[src/sv/lfu_pkg.sv]
// ============================================================================
// lfu_pkg: shared types and constants for the LFU bench slot replacement block
// Holds the register map, reset values, stream widths and the slot decision
// struct passed from the slot picker to the top level.
// ============================================================================
package lfu_pkg;

    // Stream payload widths, padded to whole bytes.
    localparam int IN_TDATA_W  = 16;
    localparam int OUT_TDATA_W = 88;

    // Configuration register width and reset values (hundredths).
    localparam int CFG_W = 8;
    localparam logic [CFG_W-1:0] PART_VALUE_RST = 8'd10;
    localparam logic [CFG_W-1:0] FETCH_COST_RST = 8'd10;
    localparam logic [CFG_W-1:0] SWAP_COST_RST  = 8'd15;

    // Register index, taken from paddr[3:2].
    typedef enum logic [1:0] {
        REG_PART_VALUE = 2'd0,
        REG_FETCH_COST = 2'd1,
        REG_SWAP_COST  = 2'd2
    } lfu_reg_t;

    // Divide by ten: floor(n * 6554 / 65536) is exact for every 11-bit n.
    localparam int DIV_PROD_W = 24;
    localparam logic [DIV_PROD_W-1:0] DIV10_MUL = 24'd6554;
    localparam int DIV10_SHIFT = 16;
    localparam int RAW_BIN_W = 8;

    // Slot index field wide enough for the largest bench.
    localparam int SLOT_FIELD_W = 4;

    // Decision for one item made against the bench state.
    typedef struct packed {
        logic                    hit;
        logic                    fill;
        logic                    evict;
        logic [SLOT_FIELD_W-1:0] slot;
    } lfu_pick_t;

endpackage

[src/sv/lfu_bench_slot_replacement.sv]
// ============================================================================
// lfu_bench_slot_replacement: LFU bench slot replacement
// Maps each part number to a bin, keeps a small fully associative bench of
// bins with per-bin use counts, and reports hit, slot, eviction and a
// running net revenue for every item.
// ============================================================================
//
//  Channel  | Direction | Handshake         | Payload
//  ---------+-----------+-------------------+-----------------------------------
//  s_*      | in        | s_tvalid/s_tready | part_number
//  m_*      | out       | m_tvalid/m_tready | bin_id, hit, slot_used, evicted,
//           |           |                   | evicted_bin, net_revenue,
//           |           |                   | item_total
//  APB      | in/out    | psel/penable      | part_value, fetch_cost, swap_cost
//
//  One item per cycle is sustained unless the output stalls; a result passes the
//  bench stage and output registers onto m_tdata (count read on acceptance, bench
//  updated as the item leaves). After reset the whole count memory is cleared one
//  entry a cycle, with s_tready low; configuration writes work as ever.
//  A stalled output holds its result and the bench stage behind it; input is
//  still taken while the bench stage is empty or moving into the output.
//
module lfu_bench_slot_replacement
    import lfu_pkg::*;
#(
    parameter int NUM_SLOTS  = 5,
    parameter int NUM_BINS   = 128,
    parameter int COUNT_BITS = 16
)
(
    input  logic                    clk,
    input  logic                    rst_n,

    input  logic                    s_tvalid,
    output logic                    s_tready,
    // [10:0] part_number, [15:11] zero
    input  logic [IN_TDATA_W-1:0]   s_tdata,

    output logic                    m_tvalid,
    input  logic                    m_tready,
    // [6:0] bin_id, [7] hit, [10:8] slot_used, [11] evicted,
    // [18:12] evicted_bin, [50:19] net_revenue, [82:51] item_total, [87:83] zero
    output logic [OUT_TDATA_W-1:0]  m_tdata,

    input  logic                    psel,
    input  logic                    penable,
    input  logic                    pwrite,
    input  logic [3:0]              paddr,
    input  logic [31:0]             pwdata,
    output logic [31:0]             prdata,
    output logic                    pready
);

    localparam int BIN_W  = $clog2(NUM_BINS);
    localparam int SLOT_W = $clog2(NUM_SLOTS);
    localparam logic [BIN_W-1:0] LAST_BIN = BIN_W'(NUM_BINS - 1);
    localparam logic [COUNT_BITS-1:0] COUNT_MAX = '1;

    // Configuration registers.
    logic [CFG_W-1:0] part_value_reg;
    logic [CFG_W-1:0] fetch_cost_reg;
    logic [CFG_W-1:0] swap_cost_reg;
    logic             cfg_wr;
    lfu_reg_t         cfg_idx;

    // Count memory and its clearing pass.
    logic [COUNT_BITS-1:0] cnt_mem [NUM_BINS];
    logic [COUNT_BITS-1:0] rdata_reg;
    logic                  clr_busy_reg;
    logic [BIN_W-1:0]      clr_addr_reg;
    logic                  mem_we;
    logic [BIN_W-1:0]      mem_waddr;
    logic [COUNT_BITS-1:0] mem_wdata;

    // Input side.
    logic                  s_fire;
    logic [DIV_PROD_W-1:0] div_prod;
    logic [RAW_BIN_W-1:0]  raw_bin;
    logic [BIN_W-1:0]      in_bin;

    // Bench stage.
    logic                  s1_valid_reg;
    logic [BIN_W-1:0]      s1_bin_reg;
    logic                  fwd_hit_reg;
    logic [COUNT_BITS-1:0] fwd_cnt_reg;
    logic                  s1_fire;

    // Bench state.
    logic [NUM_SLOTS-1:0]                 slot_valid_reg;
    logic [NUM_SLOTS-1:0][BIN_W-1:0]      my_bins_reg;
    logic [NUM_SLOTS-1:0][COUNT_BITS-1:0] slot_cnt_reg;
    logic signed [31:0]                   net_total_reg;
    logic [31:0]                          item_cnt_reg;

    // Bench stage results.
    lfu_pick_t             pick;
    logic [SLOT_W-1:0]     slot_idx;
    logic [COUNT_BITS-1:0] cur_cnt;
    logic [COUNT_BITS-1:0] new_cnt;
    logic [CFG_W-1:0]      cost;
    logic signed [33:0]    net_sum;
    logic signed [31:0]    net_next;
    logic [31:0]           item_next;
    logic [BIN_W-1:0]      ev_bin;
    logic [31:0]           bin_wide;
    logic [31:0]           ev_wide;
    logic [OUT_TDATA_W-1:0] out_data_next;

    // Output register.
    logic                   out_valid_reg;
    logic [OUT_TDATA_W-1:0] out_data_reg;

    // ------------------------------------------------------------------
    // APB configuration port.
    // ------------------------------------------------------------------
    assign pready = 1'b1;
    assign cfg_wr = psel && penable && pwrite && pready;
    assign cfg_idx = lfu_reg_t'(paddr[3:2]);

    always_ff @(posedge clk or negedge rst_n)
    begin
        if (!rst_n)
        begin
            part_value_reg <= PART_VALUE_RST;
            fetch_cost_reg <= FETCH_COST_RST;
            swap_cost_reg  <= SWAP_COST_RST;
        end
        else if (cfg_wr)
        begin
            case (cfg_idx)
                REG_PART_VALUE: part_value_reg <= pwdata[CFG_W-1:0];
                REG_FETCH_COST: fetch_cost_reg <= pwdata[CFG_W-1:0];
                REG_SWAP_COST:  swap_cost_reg  <= pwdata[CFG_W-1:0];
                default: ;
            endcase
        end
    end

    always_comb
    begin
        case (cfg_idx)
            REG_PART_VALUE: prdata = 32'(part_value_reg);
            REG_FETCH_COST: prdata = 32'(fetch_cost_reg);
            REG_SWAP_COST:  prdata = 32'(swap_cost_reg);
            default:        prdata = '0;
        endcase
    end

    // ------------------------------------------------------------------
    // Handshake control.
    // ------------------------------------------------------------------
    assign s1_fire  = s1_valid_reg && (!out_valid_reg || m_tready);
    assign s_tready = !clr_busy_reg && (!s1_valid_reg || s1_fire);
    assign s_fire   = s_tvalid && s_tready;
    assign m_tvalid = out_valid_reg;
    assign m_tdata  = out_data_reg;

    always_ff @(posedge clk or negedge rst_n)
    begin
        if (!rst_n)
        begin
            s1_valid_reg  <= 1'b0;
            out_valid_reg <= 1'b0;
            fwd_hit_reg   <= 1'b0;
        end
        else
        begin
            if (s_fire)
            begin
                s1_valid_reg <= 1'b1;
                fwd_hit_reg  <= s1_fire && (s1_bin_reg == in_bin);
            end
            else if (s1_fire)
            begin
                s1_valid_reg <= 1'b0;
            end
            if (s1_fire)
            begin
                out_valid_reg <= 1'b1;
            end
            else if (m_tready)
            begin
                out_valid_reg <= 1'b0;
            end
        end
    end

    // ------------------------------------------------------------------
    // Bin from part number: divide by ten, clamp to the table.
    // ------------------------------------------------------------------
    assign div_prod = DIV_PROD_W'(s_tdata[10:0]) * DIV10_MUL;
    assign raw_bin  = div_prod[DIV10_SHIFT +: RAW_BIN_W];
    assign in_bin   = (32'(raw_bin) >= NUM_BINS) ? LAST_BIN : BIN_W'(raw_bin);

    // Bench stage payload; the forwarded count covers a write to the same bin
    // at the edge where this item's read took place.
    always_ff @(posedge clk)
    begin
        if (s_fire)
        begin
            s1_bin_reg  <= in_bin;
            fwd_cnt_reg <= new_cnt;
        end
    end

    // ------------------------------------------------------------------
    // Count memory: one write port, one registered read port.
    // ------------------------------------------------------------------
    always_ff @(posedge clk or negedge rst_n)
    begin
        if (!rst_n)
        begin
            clr_busy_reg <= 1'b1;
            clr_addr_reg <= '0;
        end
        else if (clr_busy_reg)
        begin
            clr_addr_reg <= clr_addr_reg + 1'b1;
            if (clr_addr_reg == LAST_BIN)
            begin
                clr_busy_reg <= 1'b0;
            end
        end
    end

    assign mem_we    = clr_busy_reg || s1_fire;
    assign mem_waddr = clr_busy_reg ? clr_addr_reg : s1_bin_reg;
    assign mem_wdata = clr_busy_reg ? '0 : new_cnt;

    always_ff @(posedge clk)
    begin
        if (mem_we)
        begin
            cnt_mem[mem_waddr] <= mem_wdata;
        end
        if (s_fire)
        begin
            rdata_reg <= cnt_mem[in_bin];
        end
    end

    // ------------------------------------------------------------------
    // Bench decision and result.
    // ------------------------------------------------------------------
    lfu_slot_pick #(
        .NUM_SLOTS  (NUM_SLOTS),
        .BIN_W      (BIN_W),
        .COUNT_BITS (COUNT_BITS)
    ) u_pick (
        .bin         (s1_bin_reg),
        .slot_valid  (slot_valid_reg),
        .slot_bins   (my_bins_reg),
        .slot_counts (slot_cnt_reg),
        .pick        (pick)
    );

    assign slot_idx = pick.slot[SLOT_W-1:0];
    assign cur_cnt  = fwd_hit_reg ? fwd_cnt_reg : rdata_reg;
    assign new_cnt  = (cur_cnt == COUNT_MAX) ? cur_cnt : cur_cnt + 1'b1;

    // Revenue: part value in, fetch or swap cost out, clamped to 32 bits.
    always_comb
    begin
        if (pick.hit)
        begin
            cost = '0;
        end
        else if (pick.fill)
        begin
            cost = fetch_cost_reg;
        end
        else
        begin
            cost = swap_cost_reg;
        end
        net_sum = 34'(net_total_reg) + $signed({26'd0, part_value_reg})
                  - $signed({26'd0, cost});
        if (net_sum > 34'sd2147483647)
        begin
            net_next = 32'sh7fffffff;
        end
        else if (net_sum < -34'sd2147483648)
        begin
            net_next = 32'sh80000000;
        end
        else
        begin
            net_next = net_sum[31:0];
        end
        item_next = (item_cnt_reg == '1) ? item_cnt_reg : item_cnt_reg + 1'b1;
    end

    assign ev_bin   = pick.evict ? my_bins_reg[slot_idx] : '0;
    assign bin_wide = 32'(s1_bin_reg);
    assign ev_wide  = 32'(ev_bin);
    assign out_data_next = {5'd0, item_next, net_next, ev_wide[6:0], pick.evict,
                            pick.slot[2:0], pick.hit, bin_wide[6:0]};

    // Control state of the bench.
    always_ff @(posedge clk or negedge rst_n)
    begin
        if (!rst_n)
        begin
            slot_valid_reg <= '0;
            net_total_reg  <= '0;
            item_cnt_reg   <= '0;
        end
        else if (s1_fire)
        begin
            slot_valid_reg[slot_idx] <= 1'b1;
            net_total_reg            <= net_next;
            item_cnt_reg             <= item_next;
        end
    end

    // Bench payload and the output register.
    always_ff @(posedge clk)
    begin
        if (s1_fire)
        begin
            my_bins_reg[slot_idx] <= s1_bin_reg;
            slot_cnt_reg[slot_idx]   <= new_cnt;
            out_data_reg             <= out_data_next;
        end
    end

endmodule

[src/sv/lfu_slot_pick.sv]
// ============================================================================
// lfu_slot_pick: bench slot lookup and victim choice
// Compares the bin against every occupied slot, finds the lowest empty slot,
// and finds the slot with the smallest use count (lowest index wins).
// ============================================================================
module lfu_slot_pick
    import lfu_pkg::*;
#(
    parameter int NUM_SLOTS  = 5,
    parameter int BIN_W      = 7,
    parameter int COUNT_BITS = 16
)
(
    input  logic [BIN_W-1:0]                      bin,
    input  logic [NUM_SLOTS-1:0]                  slot_valid,
    input  logic [NUM_SLOTS-1:0][BIN_W-1:0]       slot_bins,
    input  logic [NUM_SLOTS-1:0][COUNT_BITS-1:0]  slot_counts,
    output lfu_pick_t                             pick
);

    logic                    hit_found;
    logic [SLOT_FIELD_W-1:0] hit_idx;
    logic                    empty_found;
    logic [SLOT_FIELD_W-1:0] empty_idx;
    logic [COUNT_BITS-1:0]   min_cnt;
    logic [SLOT_FIELD_W-1:0] min_idx;

    // Match and empty search; scanning downward leaves the lowest index.
    always_comb
    begin
        hit_found   = 1'b0;
        hit_idx     = '0;
        empty_found = 1'b0;
        empty_idx   = '0;
        for (int i = NUM_SLOTS - 1; i >= 0; i--)
        begin
            if (slot_valid[i] && (slot_bins[i] == bin))
            begin
                hit_found = 1'b1;
                hit_idx   = SLOT_FIELD_W'(i);
            end
            if (!slot_valid[i])
            begin
                empty_found = 1'b1;
                empty_idx   = SLOT_FIELD_W'(i);
            end
        end
    end

    // Least used slot; a strict compare keeps the lowest index on ties.
    always_comb
    begin
        min_cnt = slot_counts[0];
        min_idx = '0;
        for (int i = 1; i < NUM_SLOTS; i++)
        begin
            if (slot_counts[i] < min_cnt)
            begin
                min_cnt = slot_counts[i];
                min_idx = SLOT_FIELD_W'(i);
            end
        end
    end

    // Hit beats fill, fill beats eviction.
    always_comb
    begin
        pick.hit   = hit_found;
        pick.fill  = !hit_found && empty_found;
        pick.evict = !hit_found && !empty_found;
        if (hit_found)
        begin
            pick.slot = hit_idx;
        end
        else if (empty_found)
        begin
            pick.slot = empty_idx;
        end
        else
        begin
            pick.slot = min_idx;
        end
    end

endmodule

[config.mk]
export PLATFORM = sky130hd
export DESIGN_NAME = lfu_bench_slot_replacement
export DESIGN_NICKNAME = d
export VERILOG_FILES = /design/src/sv/lfu_pkg.sv /design/src/sv/lfu_bench_slot_replacement.sv /design/src/sv/lfu_slot_pick.sv
export SDC_FILE = /design/constraint.sdc
export NUM_CORES = 2
export LEC_CHECK = 0
export BUFFER_PORTS_ARGS = -buffer_cell sky130_fd_sc_hd__clkbuf_2
export CAP_MARGIN = 20
export CORE_MARGIN = 2
export CORE_UTILIZATION = 55
export CTS_CLUSTER_DIAMETER = 150
export DETAILED_ROUTE_END_ITERATION = 10
export HOLD_SLACK_MARGIN = 0.05
export PLACE_DENSITY_LB_ADDON = 0.1
export SYNTH_ARGS = -nofsm -noshare
export SYNTH_HDL_FRONTEND = slang
export SYNTH_SLANG_ARGS = --single-unit
export TNS_END_PERCENT = 1
[constraint.sdc]
create_clock -name clk -period 11.3 [get_ports clk]
set_input_delay 0.565 -clock clk [delete_from_list [all_inputs] [get_ports clk]]
set_output_delay 0.565 -clock clk [all_outputs]
set_load 0.03 [all_outputs]
==> flow_summary.toml <==
[run_status]
status = "finished, final reports clean"

[critical_path]
cpMostUsedCell = "a21oi_1"
crit_arrival_ns = 10.74
r2r_start = "slot_cnt_reg[1]$_DFFE_PP_"
reg2reg_to = "slot_cnt_reg[52]$_DFFE_PP_"
reg2regPathDepth = 39
cp_slowest_cell = "and3_1"
reg2reg_slack_ns = 1.15
end_kind = "flip-flop"
start_kind = "flip-flop"
critPathMaxStageDelay_ns = 0.56
crit_path_max_fanout = 17
critPathKind = "flip-flop to flip-flop"
required_ns = 11.89

[global_route]
antenna_found_initial = 10
grt_pass1_wl_um = 418000
grt.overflow.total = 0
gr-usage-all-layers_pct = 30.7
first_global_vias = 61288
grt_max_degree = 126

[sta]
final-max-slew-violation-count = 0
finalCritPeriodShare_pct = 89.9
fin_crit_ns = 10.15
holdWs_ns = 0.196
finalClockSkew_ns = 0.0400
tightestPinTransition_ns = 1.33
setup_violations = 0
rsz0062_at_grt = "false"
relSlewSlack_pct = 10.6
setup_slack_ns = 1.15
max_freq_mhz = 98.5
setup_tns_ns = 0
hold_violations = 0

[synthesis]
mappedNetlistArea_um2 = 101000
ys_ff_latch = 2389
syn_area_per_cell_um2 = 14.6
yosys.cell_types.count = 97
ys_async_sr_fraction_pct = 4.35
seq_area_frac_synth_pct = 70.8
synth_ff_type = "edfxtp_1"
synth_warnings = 0
synthCells = 6898
synth_edf_count = 2285

[floorplanning]
dieArea_um2 = 186000
core-area_um2 = 181000
start_util_pct = 55.5
die_height_um = 432
fp.dieW_um = 432
num_rows = 156
io_pins = 182

[placed_design]
dp.final_hpwl_um = 168000
finalWeightedCongestion = 0.906
detailedPlace.worstSlack_ns = 1.14
io_buffers = 120

[clock_network]
clkTransAtPathRegs_ns = 0.06
cts_root_buf = "clkbuf_16"
tritoncts = "yes"
numCtsBuffers = 233
post_cts_buffers = 0
cts_num_sinks = 2389
clock_path_buffers = 3
htree_num_levels = 4
clock_latency_ns = 0.89

[hold_path]
hold_class = "primary input to flip-flop"
hold_start = "s_tvalid"
holdPathEnd = "fwd_hit_reg$_DFFE_PN0P_"
min_path_cells = 4

[route]
drc_errors = 0
ant_nets = 0
dr_total_vias = 63734
viasPerCell = 6.55
post_drt_wl_per_cell_um = 29.7
wirelength_um = 288000
dr.first_iter.drc_count = 8580
drt_pass1_iterations = 6

[final_layout]
final_nets = 7410
layout-drive-gt1-share_pct = 12.7
largest_reg_flops = 2048
syn2layout_area_growth_pct = 12.2
fillers = 13372

[flow_run]
maxCapViolations = 0
==> cells by family (layout without fill, tap and decap cells) <==
logic type / Yosys count / count (layout) / synth area share [%]
flops: 2389 / 2389 / 70.8
simple gates: 1682 / 1682 / 7.13
compound gates: 1449 / 1449 / 10.6
buf+inv: 635 / 1059 / 2.82
mux: 388 / 388 / 4.56
fa+ha+maj: 201 / 201 / 2.79
xor+xnor: 152 / 152 / 1.32
other cells: 2 / 33 / 0.00747
==> worst max-delay path by stage <==
| stage | from | endpoint | cells after the start |
|---|---|---|---|
| 6_report | slot_cnt_reg[1]$_DFFE_PP_ | slot_cnt_reg[52]$_DFFE_PP_ | 39 |
| 5_1_grt | slot_cnt_reg[1]$_DFFE_PP_ | slot_cnt_reg[51]$_DFFE_PP_ | 38 |
| 4_1_cts | slot_cnt_reg[18]$_DFFE_PP_ | slot_cnt_reg[51]$_DFFE_PP_ | 38 |
| 3_5_place_dp | slot_cnt_reg[18]$_DFFE_PP_ | slot_cnt_reg[56]$_DFFE_PP_ | 38 |
| 3_3_place_gp | slot_cnt_reg[2]$_DFFE_PP_ | my_bins_reg[33]$_DFFE_PP_ | 38 |
| 2_1_floorplan | slot_cnt_reg[17]$_DFFE_PP_ | my_bins_reg[10]$_DFFE_PP_ | 39 |
==> per-stage QoR <==
step | area (µm²) | util (%) | instances
2_1_floorplan | 101000 | - | 6926
3_3_place_gp | 105000 | 57.9 | 9268
3_5_place_dp | 105000 | 57.9 | 9273
4_1_cts | 113000 | 62.2 | 9717
5_1_grt | 113000 | 62.2 | 9720
6_report | 113000 | 62.2 | 9723
==> final cells by class <==
type	instances	area, µm²	area share [%]
Multi-Input combinational cell	3902	27000	23.9
Timing Repair Buffer	433	3280	2.91
Inverter	193	739	0.655
Sequential cell	2389	71200	63.1
Clock buffer	287	6180	5.48
Antenna cell	3	7.51	0.00665
Clock inverter	146	1460	1.30
Tap cell	2370	2970	2.63
==> what timing repair did <==
action | CTS | global route
hold endpoints to repair | 67 | 0
hold buffers | 11 | 0
gates resized for setup | 0 | 0
==> critical path: cells and delay by family (launching register included) <==
kind,cells,cell delay (ns)
simple gates,6,1.32
mux,2,0.63
buf+inv,4,0.87
flops,1,0.43
fa+ha+maj,4,1.16
compound gates,23,5.42
==> layer usage <==
layer	track usage [%]	wire, µm
met5	0	73
met4	11.3	11100
met3	6.23	30700
met2	48.0	132000
met1	43.1	114000
==> cells in the mapped netlist, types with 102 or more instances <==
cell	n	share of area, %
ha_1	160	2.0
a31oi_1	131	0.81
nand3_1	151	0.75
clkbuf_1	152	0.57
edfxtp_1	2285	68
nor2_1	397	1.5
mux2i_1	300	3.0
buf_2	177	0.88
inv_1	186	0.69
a21oi_1	306	1.5
o21ai_0	103	0.51
a221oi_1	328	2.9
xnor2_1	102	0.89
nand2_1	872	3.3
==> cell usage in the layout, fill, tap and decap left out, types with 35 or more instances in the layout <==
cell type	count
a22oi_1	46
clkbuf_1	43
nand2_1	871
a31oi_1	130
nand4_1	55
mux2_2	35
edfxtp_1	2285
fa_1	39
dfrtp_1	95
ha_1	159
mux2i_1	300
a2111oi_0	36
clkbuf_2	119
xor2_1	50
xnor2_1	102
mux4_2	53
a22o_1	41
inv_1	182
nor2_1	391
a21oi_1	306
a221oi_1	328
a221o_1	50
clkinv_2	36
clkinv_1	66
o21ai_0	103
o211ai_1	45
clkbuf_16	236
buf_4	276
nor3_1	45
nand3_1	151
a211oi_1	39
Power is not shown: default switching activity piles up to over one toggle a cycle in this logic, so the estimate is an artifact.
